===== src/hdl/atbb_pkg.sv =====
// Shared types and constants for the alpha trim bounding box unit.
// No dependencies; every other file in the project imports this package.
package atbb_pkg;

  localparam int unsigned MAX_SIDE_DEF = 4096;

  localparam int unsigned ALPHA_W    = 8;
  localparam int unsigned SIDE_CFG_W = 13;
  localparam int unsigned RECT_W     = 13;
  localparam int unsigned CFG_DATA_W = 13;
  localparam int unsigned CFG_IDX_W  = 2;

  localparam logic [ALPHA_W-1:0]    THRESH_RST = 8'd0;
  localparam logic [SIDE_CFG_W-1:0] SIDE_RST   = 13'd4096;

  typedef enum logic [CFG_IDX_W-1:0] {
    CFG_ALPHA_THRESHOLD = 2'd0,
    CFG_FRAME_WIDTH     = 2'd1,
    CFG_FRAME_HEIGHT    = 2'd2
  } cfg_idx_t;

  // Control for one extent tracker (column axis or row axis).
  typedef struct packed {
    logic upd;    // an opaque pixel is retired this cycle
    logic first;  // no opaque pixel seen yet in this frame
    logic clear;  // frame closes this cycle
  } atbb_axis_ctl_t;

endpackage


===== src/hdl/atbb_if.sv =====
// Valid/ready channel interfaces: pixel words in, trim rectangle words out.
// Depends on atbb_pkg for field widths.
interface atbb_pix_if;
  import atbb_pkg::*;
  logic               valid;
  logic               ready;
  logic [ALPHA_W-1:0] alpha;
  modport source (output valid, output alpha, input ready);
  modport sink (input valid, input alpha, output ready);
endinterface

interface atbb_rect_if;
  import atbb_pkg::*;
  logic              valid;
  logic              ready;
  logic [RECT_W-1:0] rect_x;
  logic [RECT_W-1:0] rect_y;
  logic [RECT_W-1:0] rect_w;
  logic [RECT_W-1:0] rect_h;
  modport source (output valid, output rect_x, output rect_y, output rect_w, output rect_h,
                  input ready);
  modport sink (input valid, input rect_x, input rect_y, input rect_w, input rect_h,
                output ready);
endinterface


===== src/hdl/alpha_trim_bounding_box_unit.sv =====
// Top level of the alpha trim bounding box unit.
// Depends on atbb_pkg, the channel interfaces in atbb_if.sv and atbb_axis.
//
// Usage: alpha words of one frame arrive in raster order on in_pix, one word per
// accepted handshake. A pixel is opaque when its alpha is strictly above the
// threshold register. On the last pixel of each frame the unit sends one word on
// out_rect holding the trim rectangle (x, y, width, height); an empty frame gives
// x = frame width, y = frame height and zero size. No other pixel produces a word.
// Throughput is one pixel per clock unless a frame ends while a result waits. An
// accepted pixel is held in an input register and then retired into the position
// counters and extent trackers; the rectangle is loaded into the result register
// when the last pixel retires. When the receiver stalls, the result register holds its word; only a
// frame's last pixel waits in the input register for that word to leave, so the
// input backs up by at most one word. Reset clears the channels, restores the
// configuration to threshold 0 and a 4096 by 4096 frame, and starts a new frame.
// Configuration writes on cfg_we/cfg_idx/cfg_wdata take effect at once and are
// meant to be made between frames; an unknown index is ignored.
module alpha_trim_bounding_box_unit #(
  parameter int unsigned MAX_SIDE = atbb_pkg::MAX_SIDE_DEF
) (
  input  logic                               clk,
  input  logic                               rst_n,
  atbb_pix_if.sink                           in_pix,
  atbb_rect_if.source                        out_rect,
  input  logic                               cfg_we,
  input  logic [atbb_pkg::CFG_IDX_W-1:0]     cfg_idx,
  input  logic [atbb_pkg::CFG_DATA_W-1:0]    cfg_wdata
);
  import atbb_pkg::*;

  // Position width covers 0..MAX_SIDE-1; side width covers 1..MAX_SIDE.
  localparam int unsigned POS_W  = $clog2(MAX_SIDE);
  localparam int unsigned SIDE_W = $clog2(MAX_SIDE + 1);
  localparam int unsigned CMP_W  = (SIDE_W > SIDE_CFG_W) ? SIDE_W : SIDE_CFG_W;
  localparam logic [CMP_W-1:0] MAX_SIDE_C = CMP_W'(MAX_SIDE);
  localparam logic [POS_W-1:0] POS_LO_RST = POS_W'(MAX_SIDE - 1);

  // Configuration registers.
  logic [ALPHA_W-1:0]    thr_r;
  logic [SIDE_CFG_W-1:0] width_r, height_r;

  always_ff @(posedge clk) begin
    if (!rst_n) begin
      thr_r    <= THRESH_RST;
      width_r  <= SIDE_RST;
      height_r <= SIDE_RST;
    end else if (cfg_we) begin
      case (cfg_idx_t'(cfg_idx))
        CFG_ALPHA_THRESHOLD: thr_r    <= cfg_wdata[ALPHA_W-1:0];
        CFG_FRAME_WIDTH:     width_r  <= cfg_wdata[SIDE_CFG_W-1:0];
        CFG_FRAME_HEIGHT:    height_r <= cfg_wdata[SIDE_CFG_W-1:0];
        default: ;
      endcase
    end
  end

  // A zero size is taken as one and a size above MAX_SIDE as MAX_SIDE.
  function automatic logic [CMP_W-1:0] clamp_side(input logic [SIDE_CFG_W-1:0] v);
    logic [CMP_W-1:0] ext;
    logic [CMP_W-1:0] res;
    ext = CMP_W'(v);
    res = ext;
    if (ext == '0) begin
      res = CMP_W'(1);
    end else if (ext > MAX_SIDE_C) begin
      res = MAX_SIDE_C;
    end
    return res;
  endfunction

  logic [CMP_W-1:0] w_eff, h_eff;
  assign w_eff = clamp_side(width_r);
  assign h_eff = clamp_side(height_r);

  // Input stage: one pixel, reduced to its opaque flag.
  logic s1_v_r, s1_opq_r;
  logic s1_take, out_free;

  // Retire stage state.
  logic [POS_W-1:0] col_r, row_r, col_nxt, row_nxt;
  logic             seen_r, seen_nxt, seen_upd;
  logic             row_end, frame_end;

  // Result register.
  logic              out_v_r;
  logic [RECT_W-1:0] rx_r, ry_r, rw_r, rh_r;
  logic [CMP_W-1:0]  rx_nxt, ry_nxt, rw_nxt, rh_nxt;

  assign row_end   = (CMP_W'(col_r) + CMP_W'(1)) >= w_eff;
  assign frame_end = row_end && ((CMP_W'(row_r) + CMP_W'(1)) >= h_eff);

  // The last pixel of a frame retires only when the result register is free.
  assign out_free     = !out_v_r || out_rect.ready;
  assign s1_take      = s1_v_r && (!frame_end || out_free);
  assign in_pix.ready = !s1_v_r || s1_take;

  always_ff @(posedge clk) begin
    if (!rst_n) begin
      s1_v_r <= 1'b0;
    end else if (in_pix.ready) begin
      s1_v_r <= in_pix.valid;
    end
  end

  always_ff @(posedge clk) begin
    if (in_pix.valid && in_pix.ready) begin
      s1_opq_r <= in_pix.alpha > thr_r;
    end
  end

  // Extent trackers for the column and row axes.
  atbb_axis_ctl_t   axis_ctl;
  logic [POS_W-1:0] col_lo, col_hi, row_lo, row_hi;

  assign axis_ctl.upd   = s1_take && s1_opq_r;
  assign axis_ctl.first = !seen_r;
  assign axis_ctl.clear = s1_take && frame_end;

  atbb_axis #(.POS_W(POS_W), .LO_RST(POS_LO_RST)) u_col_axis (
    .clk    (clk),
    .rst_n  (rst_n),
    .ctl    (axis_ctl),
    .pos    (col_r),
    .lo_upd (col_lo),
    .hi_upd (col_hi)
  );

  atbb_axis #(.POS_W(POS_W), .LO_RST(POS_LO_RST)) u_row_axis (
    .clk    (clk),
    .rst_n  (rst_n),
    .ctl    (axis_ctl),
    .pos    (row_r),
    .lo_upd (row_lo),
    .hi_upd (row_hi)
  );

  assign seen_upd = seen_r || s1_opq_r;

  always_comb begin
    col_nxt  = col_r;
    row_nxt  = row_r;
    seen_nxt = seen_r;
    if (s1_take) begin
      seen_nxt = seen_upd;
      if (frame_end) begin
        col_nxt  = '0;
        row_nxt  = '0;
        seen_nxt = 1'b0;
      end else if (row_end) begin
        col_nxt = '0;
        row_nxt = row_r + POS_W'(1);
      end else begin
        col_nxt = col_r + POS_W'(1);
      end
    end
  end

  always_ff @(posedge clk) begin
    if (!rst_n) begin
      col_r  <= '0;
      row_r  <= '0;
      seen_r <= 1'b0;
    end else begin
      col_r  <= col_nxt;
      row_r  <= row_nxt;
      seen_r <= seen_nxt;
    end
  end

  // Rectangle from the extents including the frame's last pixel.
  always_comb begin
    if (seen_upd) begin
      rx_nxt = CMP_W'(col_lo);
      ry_nxt = CMP_W'(row_lo);
      rw_nxt = CMP_W'(col_hi) - CMP_W'(col_lo) + CMP_W'(1);
      rh_nxt = CMP_W'(row_hi) - CMP_W'(row_lo) + CMP_W'(1);
    end else begin
      rx_nxt = w_eff;
      ry_nxt = h_eff;
      rw_nxt = '0;
      rh_nxt = '0;
    end
  end

  always_ff @(posedge clk) begin
    if (!rst_n) begin
      out_v_r <= 1'b0;
    end else if (s1_take && frame_end) begin
      out_v_r <= 1'b1;
    end else if (out_rect.ready) begin
      out_v_r <= 1'b0;
    end
  end

  always_ff @(posedge clk) begin
    if (s1_take && frame_end) begin
      rx_r <= rx_nxt[RECT_W-1:0];
      ry_r <= ry_nxt[RECT_W-1:0];
      rw_r <= rw_nxt[RECT_W-1:0];
      rh_r <= rh_nxt[RECT_W-1:0];
    end
  end

  assign out_rect.valid  = out_v_r;
  assign out_rect.rect_x = rx_r;
  assign out_rect.rect_y = ry_r;
  assign out_rect.rect_w = rw_r;
  assign out_rect.rect_h = rh_r;

  // Closing a frame always leaves the content flag clear and a result pending.
  a_frame_close: assert property (@(posedge clk) disable iff (!rst_n)
    (s1_take && frame_end) |=> (!seen_r && out_v_r))
    else $error("frame close did not restart tracking or post a result");

  // Once content is seen, the stored extents are ordered on both axes.
  a_extent_order: assert property (@(posedge clk) disable iff (!rst_n)
    seen_r |-> (col_lo <= col_hi || axis_ctl.upd) && (row_lo <= row_hi || axis_ctl.upd))
    else $error("extent tracker minimum above maximum");

  // A result register that waits is never overwritten.
  a_no_overwrite: assert property (@(posedge clk) disable iff (!rst_n)
    (out_v_r && !out_rect.ready) |-> !(s1_take && frame_end))
    else $error("pending rectangle overwritten");

  // An empty rectangle has no width exactly when it has no height.
  a_empty_shape: assert property (@(posedge clk) disable iff (!rst_n)
    out_v_r |-> ((rw_r == '0) == (rh_r == '0)))
    else $error("rectangle has one zero side");

endmodule


===== src/hdl/atbb_axis.sv =====
// Running minimum and maximum of one coordinate over the opaque pixels of a frame.
// Depends on atbb_pkg for the control struct.
module atbb_axis #(
  parameter int unsigned       POS_W  = 12,
  parameter logic [POS_W-1:0]  LO_RST = '1
) (
  input  logic                            clk,
  input  logic                            rst_n,
  input  atbb_pkg::atbb_axis_ctl_t        ctl,
  input  logic [POS_W-1:0]                pos,
  output logic [POS_W-1:0]                lo_upd,
  output logic [POS_W-1:0]                hi_upd
);
  import atbb_pkg::*;

  logic [POS_W-1:0] lo_r, hi_r;
  logic [POS_W-1:0] lo_nxt, hi_nxt;

  // Values including the pixel retired this cycle; the result is built from these.
  assign lo_upd = (ctl.upd && (ctl.first || pos < lo_r)) ? pos : lo_r;
  assign hi_upd = (ctl.upd && (ctl.first || pos > hi_r)) ? pos : hi_r;

  always_comb begin
    lo_nxt = lo_upd;
    hi_nxt = hi_upd;
    if (ctl.clear) begin
      lo_nxt = LO_RST;
      hi_nxt = '0;
    end
  end

  always_ff @(posedge clk) begin
    if (!rst_n) begin
      lo_r <= LO_RST;
      hi_r <= '0;
    end else begin
      lo_r <= lo_nxt;
      hi_r <= hi_nxt;
    end
  end

endmodule


===== src/flat_wrapper.sv =====
// flat-port wrapper written by rule: the top's interface ports become plain ports
module alpha_trim_bounding_box_unit_flat import atbb_pkg::*;
#(
  parameter int unsigned MAX_SIDE = atbb_pkg::MAX_SIDE_DEF
)
  (clk, rst_n, cfg_we, cfg_idx, cfg_wdata, in_pix_valid, in_pix_alpha, in_pix_ready, out_rect_valid, out_rect_rect_x, out_rect_rect_y, out_rect_rect_w, out_rect_rect_h, out_rect_ready);
  atbb_pix_if in_pix_i ();
  atbb_rect_if out_rect_i ();
  input  logic clk;
  input  logic rst_n;
  input  logic cfg_we;
  input  logic [atbb_pkg::CFG_IDX_W-1:0] cfg_idx;
  input  logic [atbb_pkg::CFG_DATA_W-1:0] cfg_wdata;
  input wire logic [$bits(in_pix_i.valid)-1:0] in_pix_valid;
  input wire logic [$bits(in_pix_i.alpha)-1:0] in_pix_alpha;
  output wire logic [$bits(in_pix_i.ready)-1:0] in_pix_ready;
  output wire logic [$bits(out_rect_i.valid)-1:0] out_rect_valid;
  output wire logic [$bits(out_rect_i.rect_x)-1:0] out_rect_rect_x;
  output wire logic [$bits(out_rect_i.rect_y)-1:0] out_rect_rect_y;
  output wire logic [$bits(out_rect_i.rect_w)-1:0] out_rect_rect_w;
  output wire logic [$bits(out_rect_i.rect_h)-1:0] out_rect_rect_h;
  input wire logic [$bits(out_rect_i.ready)-1:0] out_rect_ready;
  assign in_pix_i.valid = in_pix_valid;
  assign in_pix_i.alpha = in_pix_alpha;
  assign in_pix_ready = in_pix_i.ready;
  assign out_rect_valid = out_rect_i.valid;
  assign out_rect_rect_x = out_rect_i.rect_x;
  assign out_rect_rect_y = out_rect_i.rect_y;
  assign out_rect_rect_w = out_rect_i.rect_w;
  assign out_rect_rect_h = out_rect_i.rect_h;
  assign out_rect_i.ready = out_rect_ready;
  alpha_trim_bounding_box_unit #(.MAX_SIDE(MAX_SIDE)) u_core (.clk(clk), .rst_n(rst_n), .in_pix(in_pix_i), .out_rect(out_rect_i), .cfg_we(cfg_we), .cfg_idx(cfg_idx), .cfg_wdata(cfg_wdata));
endmodule

===== config.mk =====
export PLATFORM = sky130hd
export DESIGN_NAME = alpha_trim_bounding_box_unit_flat
export DESIGN_NICKNAME = d
export VERILOG_FILES = /design/src/hdl/atbb_pkg.sv /design/src/hdl/atbb_if.sv /design/src/hdl/alpha_trim_bounding_box_unit.sv /design/src/hdl/atbb_axis.sv /design/src/flat_wrapper.sv
export SDC_FILE = /design/constraint.sdc
export NUM_CORES = 1
export LEC_CHECK = 0
export ABC_AREA = 0
export BUFFER_PORTS_ARGS = -buffer_cell sky130_fd_sc_hd__buf_2
export CAP_MARGIN = 0
export CORE_UTILIZATION = 56
export DETAILED_ROUTE_END_ITERATION = 7
export GPL_ROUTABILITY_DRIVEN = 0
export PLACE_DENSITY_LB_ADDON = 0.2
export SYNTH_ARGS = -nofsm -noshare
export SYNTH_HDL_FRONTEND = slang
export SYNTH_SLANG_ARGS = --single-unit

===== constraint.sdc =====
create_clock -name clk -period 8.13 [get_ports clk]
set_input_delay 1.626 -clock clk [delete_from_list [all_inputs] [get_ports clk]]
set_output_delay 1.626 -clock clk [all_outputs]
set_load 0.01 [all_outputs]

* Yosys cells after proc, flatten, opt, wreduce, memory -nomap -nowiden
Index checks and enable logic that the tools add are counted. Widths: inputs -> output; s select.
Word-level totals: input bits 28, bits in registers 162
Operators by class: bitwise gates (word level) 1, magnitude comparators 9, equal/unequal tests 2, reduce and logical (&&, ||, !) cells 31, multiplexer cells 17, add/subtract/negate cells 8
Operators with widths (count):
- $mux 12 | 10
- $mux 13 | 4
- $add 12x1->13 const B | 2
- $add 13x1->13 const B | 2
- $ge 13x13->1 | 2
- $gt 13x13->1 const B | 2
- $logic_not 13->1 | 2
- $sub 12x12->13 | 2
- $add 12x1->12 const B | 2
- $gt 12x12->1 | 2
- $lt 12x12->1 | 2
- $logic_and 1x1->1 | 9
- $gt 8x8->1 | 1
- $logic_or 1x1->1 | 8
- $reduce_and 2->1 | 4
- $logic_not 1->1 | 4
- $reduce_bool 2->1 | 2
- $mux 1 | 3
- $eq 2x1->1 const B | 1
- $eq 2x2->1 const B | 1
- $logic_not 2->1 | 1
- $reduce_or 2->1 | 1
- $not 1->1 | 1

* Logic depth before layout (Yosys ltp)
Gate-level depths: netlist of the first run.
depth after elaboration 13, depth in mapped cells 28, gate-level depth less buffers 26

* Modules after synthesis
From an unflattened synthesis of the first run, not the netlist that was laid out.
Second synthesis, totals: cell total of the unflattened synthesis 1221, area total of the unflattened synthesis 10816.6 um^2
By module, submodules not included:
- alpha_trim_bounding_box_unit | times used 1, area an instance 6998.0 um^2, seq. area each 2812.7 um^2, cells an instance 787
- atbb_axis | times used 2, area an instance 1909.3 um^2, seq. area each 480.5 um^2, cells an instance 217

* Worst setup path before layout of the first run
No wires, ideal clock.
path type flip-flop to flip-flop, start register u_core.row_r[1], end register u_core.rh_r[12] (netlist: u_core.out_rect.rect_h[12]) (data pin), path slack 2.398 ns, required time 7.864 ns, period minus slack after synthesis 5.732 ns, arrival 5.466 ns, path buffers 2, stages on the path, launching flop included 26, library setup time 0.266 ns, cells stage by stage dfxtp_1 ha_1 nand3_1 nor2_1 and3_1 nand3_1 xnor2_1 ha_1 a21o_1 a211oi_2 o211ai_1 o211a_1 a21o_1 buf_6 buf_6 o31ai_4 nand2_1 ha_1 ha_1 a21o_1 a21o_1 a2111oi_0 nor3_1 o31ai_1 xnor2_1 nor2_1
Between the ends: cells in the longest elaborated chain, start to end 11
Ends and longest elaborated chain:
- from (decl) | RTL line alpha_trim_bounding_box_unit.sv:80 | logic [POS_W-1:0] col_r, row_r, col_nxt, row_nxt;
- from (signal assigned) | RTL line alpha_trim_bounding_box_unit.sv:165 | row_r <= row_nxt;
- $add 12x1->13 | RTL line alpha_trim_bounding_box_unit.sv:90 | assign frame_end = row_end && ((CMP_W'(row_r) + CMP_W'(1)) >= h_eff);
- $ge 13x13->1 | RTL line alpha_trim_bounding_box_unit.sv:90
- $logic_and 1x1->1 | RTL line alpha_trim_bounding_box_unit.sv:90
- $logic_not 1->1 | RTL line alpha_trim_bounding_box_unit.sv:94 | assign s1_take = s1_v_r && (!frame_end || out_free);
- $logic_or 1x1->1 | RTL line alpha_trim_bounding_box_unit.sv:94
- $logic_and 1x1->1 | RTL line alpha_trim_bounding_box_unit.sv:94
- $logic_and 1x1->1 | RTL line alpha_trim_bounding_box_unit.sv:115 | assign axis_ctl.upd = s1_take && s1_opq_r;
- $logic_and 1x1->1 * | RTL line atbb_axis.sv:21 | assign hi_upd = (ctl.upd && (ctl.first || pos > hi_r)) ? pos : hi_r;
- $mux 12 * | RTL line atbb_axis.sv:21
- named net u_core.row_hi[2] | RTL line alpha_trim_bounding_box_unit.sv:113 | logic [POS_W-1:0] col_lo, col_hi, row_lo, row_hi;
- $sub 12x12->13 * | RTL line alpha_trim_bounding_box_unit.sv:176 | rh_nxt = CMP_W'(row_hi) - CMP_W'(row_lo) + CMP_W'(1);
- $add 13x1->13 * | RTL line alpha_trim_bounding_box_unit.sv:176
- to (signal assigned) | RTL line alpha_trim_bounding_box_unit.sv:200 | rh_r <= rh_nxt[RECT_W-1:0];
- to (decl) | RTL line alpha_trim_bounding_box_unit.sv:86 | logic [RECT_W-1:0] rx_r, ry_r, rw_r, rh_r;
Mark *: on every way through the listed nets, which the timed path passes. The rest lies on a longest branch. A chain may end at the register's enable or synchronous reset.

* Worst setup path in the final report of the first run
start register u_core.row_r[1], end register u_core.rh_r[12] (netlist: u_core.out_rect.rect_h[12]) (data pin)
Between the ends: cells in the longest elaborated chain, start to end 11
Ends and longest elaborated chain (RTL line):
- $add 12x1->13 | alpha_trim_bounding_box_unit.sv:90
- $ge 13x13->1 | alpha_trim_bounding_box_unit.sv:90
- $logic_and 1x1->1 | alpha_trim_bounding_box_unit.sv:90
- $logic_not 1->1 | alpha_trim_bounding_box_unit.sv:94
- $logic_or 1x1->1 | alpha_trim_bounding_box_unit.sv:94
- $logic_and 1x1->1 | alpha_trim_bounding_box_unit.sv:94
- $logic_and 1x1->1 | alpha_trim_bounding_box_unit.sv:115
- $logic_and 1x1->1 (on tied branches) | atbb_axis.sv:21, atbb_axis.sv:20
- $mux 12 (on tied branches) | atbb_axis.sv:21, atbb_axis.sv:20
- $sub 12x12->13 * | alpha_trim_bounding_box_unit.sv:176
- $add 13x1->13 * | alpha_trim_bounding_box_unit.sv:176
Mark *: on every way between the ends. The rest lies on a longest branch, timed or not.

==> summary.txt, run 1 <==
STA
  – Slew headroom: 23.8%
  – Worst Tran Pin Value: 1140 ps
  – Fin crit period: 6950 ps
  – Fin Setup TNS: 0 ps
  – Endpoints failing setup: 0
  – Fin. max-slew vios: 0
  – RSZ-0062 raised after global routing: no
  – Final Hold Vio Count: 0
  – F_max: 0.144 GHz
  – Tcrit/Tclk final: 85.4%
  – WHS: 492 ps
  – Final worst slack: 1180 ps
  – Final clock skew: 7.82 ps

Logic synthesis
  – Post-synth top flop: dfxtp_1
  – Synth top area cells: dfxtp_1 21%, ha_1 15%, edfxtp_1 15%
  – Yosys top cell area share: 20.6%
  – Commonest cells in the netlist: 139 x nand2_1, 128 x ha_1, 109 x dfxtp_1
  – Sequential share of the synthesized area: 35.7%
  – Most area-hungry cell type in the Yosys netlist: dfxtp_1
  – Avg Inst Size Synth: 9.08 um^2
  – Synthesized cell area: 0.0106 mm^2
  – Fraction of registers with async set/reset: 0%
  – Post-synth EDFFs: 53
  – Synthesized netlist cell count: 1164
  – Distinct cells, synth: 54
  – Ys Warns: 0
  – Cell with the most instances after synthesis: nand2_1
  – Register bit total from synthesis: 162
  – Syn nets: 1322

Cells and area
  – Utilization after layout: 63.7%
  – Non-Filler Instances: 1453
  – Nets: 1369
  – Ratio of cells with drive above 1 in the final layout: 12.5%
  – Area growth syn-to-layout: 9.73%
  – Fillers: 1541
  – Finished Cell Area: 0.0116 mm^2
  – Ant diodes: 0

Drt
  – Total number of vias: 8800
  – # DRC: 0
  – Routed len/inst: 18.3 um
  – Final wirelength: 26600 um
  – Vias/cell: 6.06
  – Remaining antenna violation count after routing: 0
  – TritonRoute pass-1 iters: 5
  – DRT iter0 DRCs: 694

CTS
  – Clock Latency Late Sink: 430 ps
  – CTS Buffer Depth: 2
  – CTS Buf Count: 17
  – Clock transition at path regs: 60 ps
  – CTS tree: yes
  – Cts repair resizes: 0
  – H-tree levels: 4
  – Post-CTS setup buffer count: 0
  – Sink Count: 162
  – Hold Buf Count CTS: 0
  – Root Buffer: clkbuf_16

Die
  – Ports: 82
  – Placement Rows: 49
  – Die height: 139 um
  – Starting Density: 58.0%
  – Core footprint: 0.0182 mm^2
  – Overall die width: 139 um
  – Die Footprint: 0.0194 mm^2

Critical path
  – Crit path launch type: register
  – CP endpoint kind: register
  – CP max FO: 17
  – WS Path Type: register to register
  – Critical path data arrival time: 7100 ps
  – Critical Path RT: 8290 ps

GRT
  – GR Overflow Total: 0
  – Largest net degree at the start of global routing: 48
  – Initial antenna violation count: 0
  – Number of global-route vias before repair: 8350
  – Total global-route track usage: 28.0%
  – First-pass GRT wire length: 42900 um

Hold path
  – Hold Crit Class: register to register

Power and ir drop
  – Pwr dens: 156 mW/mm^2
  – Leak: 5.02 nW
  – Total power draw: 1.81 mW
  – Max IR drop VDD: 0.161 mV

Placement
  – Total placed instance area: 0.0111 mm^2
  – PortBufs: 81
  – Dpl hpwl: 19200 um
  – Placed Instances: 1421
  – Placement Setup Slack: 1340 ps

Flow run
  – Max cap viols: 0

Outcome
  – Status: finished clean
[path summary, 6_finish.rpt]
kind / startpoint / cells past startpoint / endpoint / slack [ps]
max reg2reg: u_core.row_r[1] / 23 / u_core.out_rect.rect_h[12] / 1180
max: u_core.row_r[1] / 23 / u_core.out_rect.rect_h[12] / 1180
min reg2reg: u_core.height_r[0] / 2 / u_core.height_r[0] / 490
min: u_core.height_r[0] / 2 / u_core.height_r[0] / 490
[worst max-delay path, stage by stage, from the launching register on]
cell	delay [ps]
dfxtp_1	440
ha_1	250
nand3_1	180
nor2_1	250
and3_1	240
nand3_1	160
xnor2_1	170
ha_1	320
a21o_1	200
a211oi_2	250
o211ai_1	170
o211a_1	310
a21o_2	450
nor2_2	610
buf_4	320
o21a_1	140
ha_1	230
ha_1	330
a21o_1	210
a2111oi_0	600
nor3_1	210
o31ai_1	380
xnor2_1	160
nor2_1	50
[power breakdown]
| group | total (mW) | internal, mW | switching (mW) |
|---|---|---|---|
| clock | 0.736 | 0.405 | 0.332 |
| combinational | 0.209 | 0.0735 | 0.136 |
| sequential | 0.868 | 0.856 | 0.0126 |
| total | 1.81 | 1.33 | 0.480 |
[sequential cells by signal (all words and copies together), names as in the netlist]
register                cells
u_core.height_r            13
u_core.out_rect.rect_h     13
u_core.out_rect.rect_w     13
u_core.out_rect.rect_x     13
u_core.out_rect.rect_y     13
u_core.width_r             13
u_core.col_r               12
u_core.row_r               12
u_core.u_col_axis.hi_r     12
u_core.u_col_axis.lo_r     12
u_core.u_row_axis.hi_r     12
u_core.u_row_axis.lo_r     12
u_core.thr_r                8
u_core.out_rect.valid       1
u_core.s1_opq_r             1
u_core.s1_v_r               1
u_core.seen_r               1
[per-layer routing]
layer  global-route usage (%)  wire length, um
met5                        0                0
met2                     45.1            12500
met1                     37.3            12000
met3                     4.23             1140
met4                     12.3              884
[layout by cell type, fill, tap and decap left out, types with 5 or more instances in the layout]
master and count:
nand2_1 139, ha_1 128, dfxtp_1 109, buf_2 81, a21oi_1 77, inv_1 71, nor2_1 64, edfxtp_1 53
nand3_1 51, o211ai_1 40, nand4_1 38, o21ai_0 32, o21a_1 29, xor2_1 29, a21boi_0 27, nor2b_1 21
o311ai_0 21, o31ai_4 19, clkbuf_16 18, xnor2_1 16, a21o_1 13, and3_1 13, and2_1 12, nor3_1 12
or3_1 11, o31ai_1 9, clkinv_2 8, buf_4 8, nor4_1 7, a211o_1 6, nand2b_1 5
[kinds of logic after synthesis]
family          after synthesis  synth area share [%]
flops                       162                  35.7
xor+xnor                     45                  3.73
fa+ha+maj                   130                  15.5
mux                           4                 0.379
simple gates                392                  17.8
compound gates              297                  21.6
buf+inv                     134                  5.21
[layout make-up]
| cell class | count | area, um^2 | share of cell area, % |
|---|---|---|---|
| repair buffers | 89 | 465 | 4.01 |
| clock buffers | 21 | 462 | 3.98 |
| well taps | 229 | 287 | 2.47 |
| clock inverters | 11 | 65.1 | 0.561 |
| inverters | 73 | 274 | 2.36 |
| multi-input cells | 868 | 6270 | 54.1 |
| flip-flops and latches | 162 | 3770 | 32.5 |
(Power assumes the default switching activity.)
==> run 2, diff against run 1 <==
--- a/config.mk
+++ b/config.mk
@@ -9,6 +9,7 @@
 export BUFFER_PORTS_ARGS = -buffer_cell sky130_fd_sc_hd__buf_2
 export CAP_MARGIN = 0
 export CORE_UTILIZATION = 56
+export CTS_BUF_LIST = sky130_fd_sc_hd__clkbuf_16
 export DETAILED_ROUTE_END_ITERATION = 7
 export GPL_ROUTABILITY_DRIVEN = 0
 export PLACE_DENSITY_LB_ADDON = 0.2
==> run 2 against run 1 <==
Against the previous run: setup slack about the same; utilization stayed put; via count is 0.23% lower; power fell by 0.19%; first-iteration DRC count is 1.7% higher; cell count unchanged; clock-buffer cell count decreased by 3; sequential cell count unchanged; clock skew hardly changed; global-route usage is the same; sequential power about the same; final area stayed put; critical path type unchanged; critical endpoint unchanged; largest cell class unchanged; largest power group unchanged.
==> summary.txt, run 2 (synthesized netlist as in run 1, its figures left out) <==
Critical path
  – WS Path Type: register to register
  – CP endpoint kind: register
  – Worst path max stage delay: 620 ps (about the same)
  – CP max FO: 17 (unchanged)
  – Highest-delay cell along the critical path: nor2_2
  – Crit path launch type: register
  – Critical Path RT: 8290 ps (about the same)
  – Critical path data arrival time: 7100 ps (about the same)
  – Cell with the most instances on the worst path: ha_1
  – CP Cell Sequence: ha_1 > nand3_1 > nor2_1 > and3_1 > nand3_1 > xnor2_1 > ha_1 > a21o_1 > a211oi_2 > o211ai_1 > o211a_1 > a21o_2 > nor2_2 > buf_4 > o21a_1 > ha_1 > ha_1 > a21o_1 > a2111oi_0 > nor3_1 > o31ai_1 > xnor2_1 > nor2_1

CTS
  – Cts repair resizes: 0 (unchanged)
  – H-tree levels: 4 (unchanged)
  – CTS tree: yes
  – CTS Buf Count: 17 (unchanged)
  – Clock Latency Late Sink: 440 ps (about the same)
  – CTS Buffer Depth: 2 (unchanged)
  – Clock transition at path regs: 60 ps (about the same)
  – Post-CTS setup buffer count: 0 (unchanged)
  – Sink Count: 162 (unchanged)
  – Hold Buf Count CTS: 0 (unchanged)
  – Root Buffer: clkbuf_16

Power and ir drop
  – Max IR drop VDD: 0.163 mV (+1.3%)
  – Cell Int Power: 1.33 mW (-0.30%)
  – Pwr dens: 156 mW/mm^2 (-0.19%)
  – Combinational power share: 11.5% (about the same)
  – Sw frac: 26.5% (+0.078 points)
  – Sw power: 0.480 mW (+0.10%)
  – Leak: 5.03 nW (+0.25%)
  – Clock power frac: 40.5% (about the same)
  – Reg power frac: 48.0% (about the same)

STA
  – Tcrit/Tclk final: 85.4% (about the same)
  – WHS: 492 ps (+0.0110 ps)
  – Fin Setup TNS: 0 ps (unchanged)
  – Endpoints failing setup: 0 (unchanged)
  – Fin crit period: 6950 ps (-0.430 ps)
  – Worst Tran Pin Value: 1140 ps (-0.400 ps)
  – Final Hold Vio Count: 0 (unchanged)
  – Final clock skew: 8.17 ps (+0.345 ps)
  – RSZ-0062 raised after global routing: no
  – Slew headroom: 23.8% (+0.027 points)
  – Fin. max-slew vios: 0 (unchanged)
  – F_max: 0.144 GHz (about the same)

Cells and area
  – Area growth syn-to-layout: 9.73% (unchanged)
  – Fillers: 1541 (unchanged)
  – Ant diodes: 0 (unchanged)
  – Commonest cells after routing, fill and taps aside: 139 x nand2_1, 128 x ha_1, 109 x dfxtp_1
  – Nets: 1369 (unchanged)
  – Register area: 0.00377 mm^2 (unchanged)
  – Most common cell after layout, fill and taps aside: nand2_1
  – Finished Cell Area: 0.0116 mm^2 (unchanged)
  – Footprint of the multi-input gates: 0.00627 mm^2 (unchanged)
  – Ratio of cells with drive above 1 in the final layout: 12.5% (unchanged)

GRT
  – Met1 Track Usage GR: 37.3% (unchanged)
  – GR Overflow Total: 0 (unchanged)
  – First-pass GRT wire length: 42900 um (unchanged)
  – Largest net degree at the start of global routing: 48 (unchanged)
  – Number of global-route vias before repair: 8350 (unchanged)
  – Total global-route track usage: 28.0% (unchanged)
  – Busiest layer in global routing: met2
  – Initial antenna violation count: 0 (unchanged)
  – Grt met3 use: 4.23% (unchanged)
  – Met2 usage: 45.1% (unchanged)

Die
  – Overall die width: 139 um (unchanged)
  – Die height: 139 um (unchanged)
  – Ports: 82 (unchanged)
  – Core footprint: 0.0182 mm^2 (unchanged)
  – Die Footprint: 0.0194 mm^2 (unchanged)
  – Starting Density: 58.0% (unchanged)
  – Placement Rows: 49 (unchanged)

Drt
  – Routed len/inst: 18.3 um (about the same)
  – Vias/cell: 6.04 (-0.23%)
  – # DRC: 0 (unchanged)
  – Total number of vias: 8780 (-0.23%)
  – TritonRoute pass-1 iters: 5 (unchanged)
  – Final wirelength: 26600 um (about the same)
  – DRT iter0 DRCs: 706 (+1.7%)
  – Remaining antenna violation count after routing: 0 (unchanged)

Outcome
  – Status: finished clean

Hold path
  – Hold Crit Class: register to register

Placement
  – Total placed instance area: 0.0111 mm^2 (unchanged)
  – PortBufs: 81 (unchanged)
  – Dpl hpwl: 19200 um (unchanged)

Flow run
  – Max cap viols: 0 (unchanged)
## run 2: worst max-delay path, delay by kind of cell, from the launching register on
| family | cells | cell delay, ps |
|---|---|---|
| buffers and inverters | 1 | 320 |
| AOI/OAI and AO/OA | 9 | 2710 |
| and+or+nand+nor | 7 | 1700 |
| adders and majority gates | 4 | 1140 |
| DFF | 1 | 440 |
| xor gates and xnor gates | 2 | 330 |
## run 2: power groups by stage
stage / Combinational (mW) / Sequential (mW) / Clock (mW)
6_report: 0.209 / 0.868 / 0.733
4_1_cts: 0.208 / 0.868 / 0.739
3_3_place_gp: 0.203 / 0.886 / 0
5_1_grt: 0.231 / 0.870 / 0.776
3_5_place_dp: 0.206 / 0.886 / 0
2_1_floorplan: 0.150 / 0.880 / 0
## run 2: final timing paths
kind,to,slack [ps],cells past startpoint,start
worst max-delay path,u_core.out_rect.rect_h[12],1180,23,u_core.row_r[1]
worst min-delay path,u_core.height_r[0],490,2,u_core.height_r[0]
worst max register to register,u_core.out_rect.rect_h[12],1180,23,u_core.row_r[1]
worst min register to register,u_core.height_r[0],490,2,u_core.height_r[0]
## run 2: cell type report
type	instances	area share, %
clock buffers	18	3.88
clock inverters	14	0.658
inverters	73	2.36
multi-input cells	868	54.1
flip-flops and latches	162	32.5
well taps	229	2.47
repair buffers	89	4.01
## run 2: metrics by stage
step                util (%)  cells  worst slack, ps  total power [mW]
floorplan                  -   1164             2400              1.03
global placement        60.8   1421             1570              1.09
detailed placement      60.8   1421             1340              1.09
CTS                     63.7   1453             1280              1.82
global route            63.7   1453              684              1.88
finish                  63.7   1453             1180              1.81
## run 2: layer usage
layer,wire length [um],part of all wire (%)
met3,1220,4.6
met2,12400,47
met1,12000,45
met5,0,0
met4,886,3.3
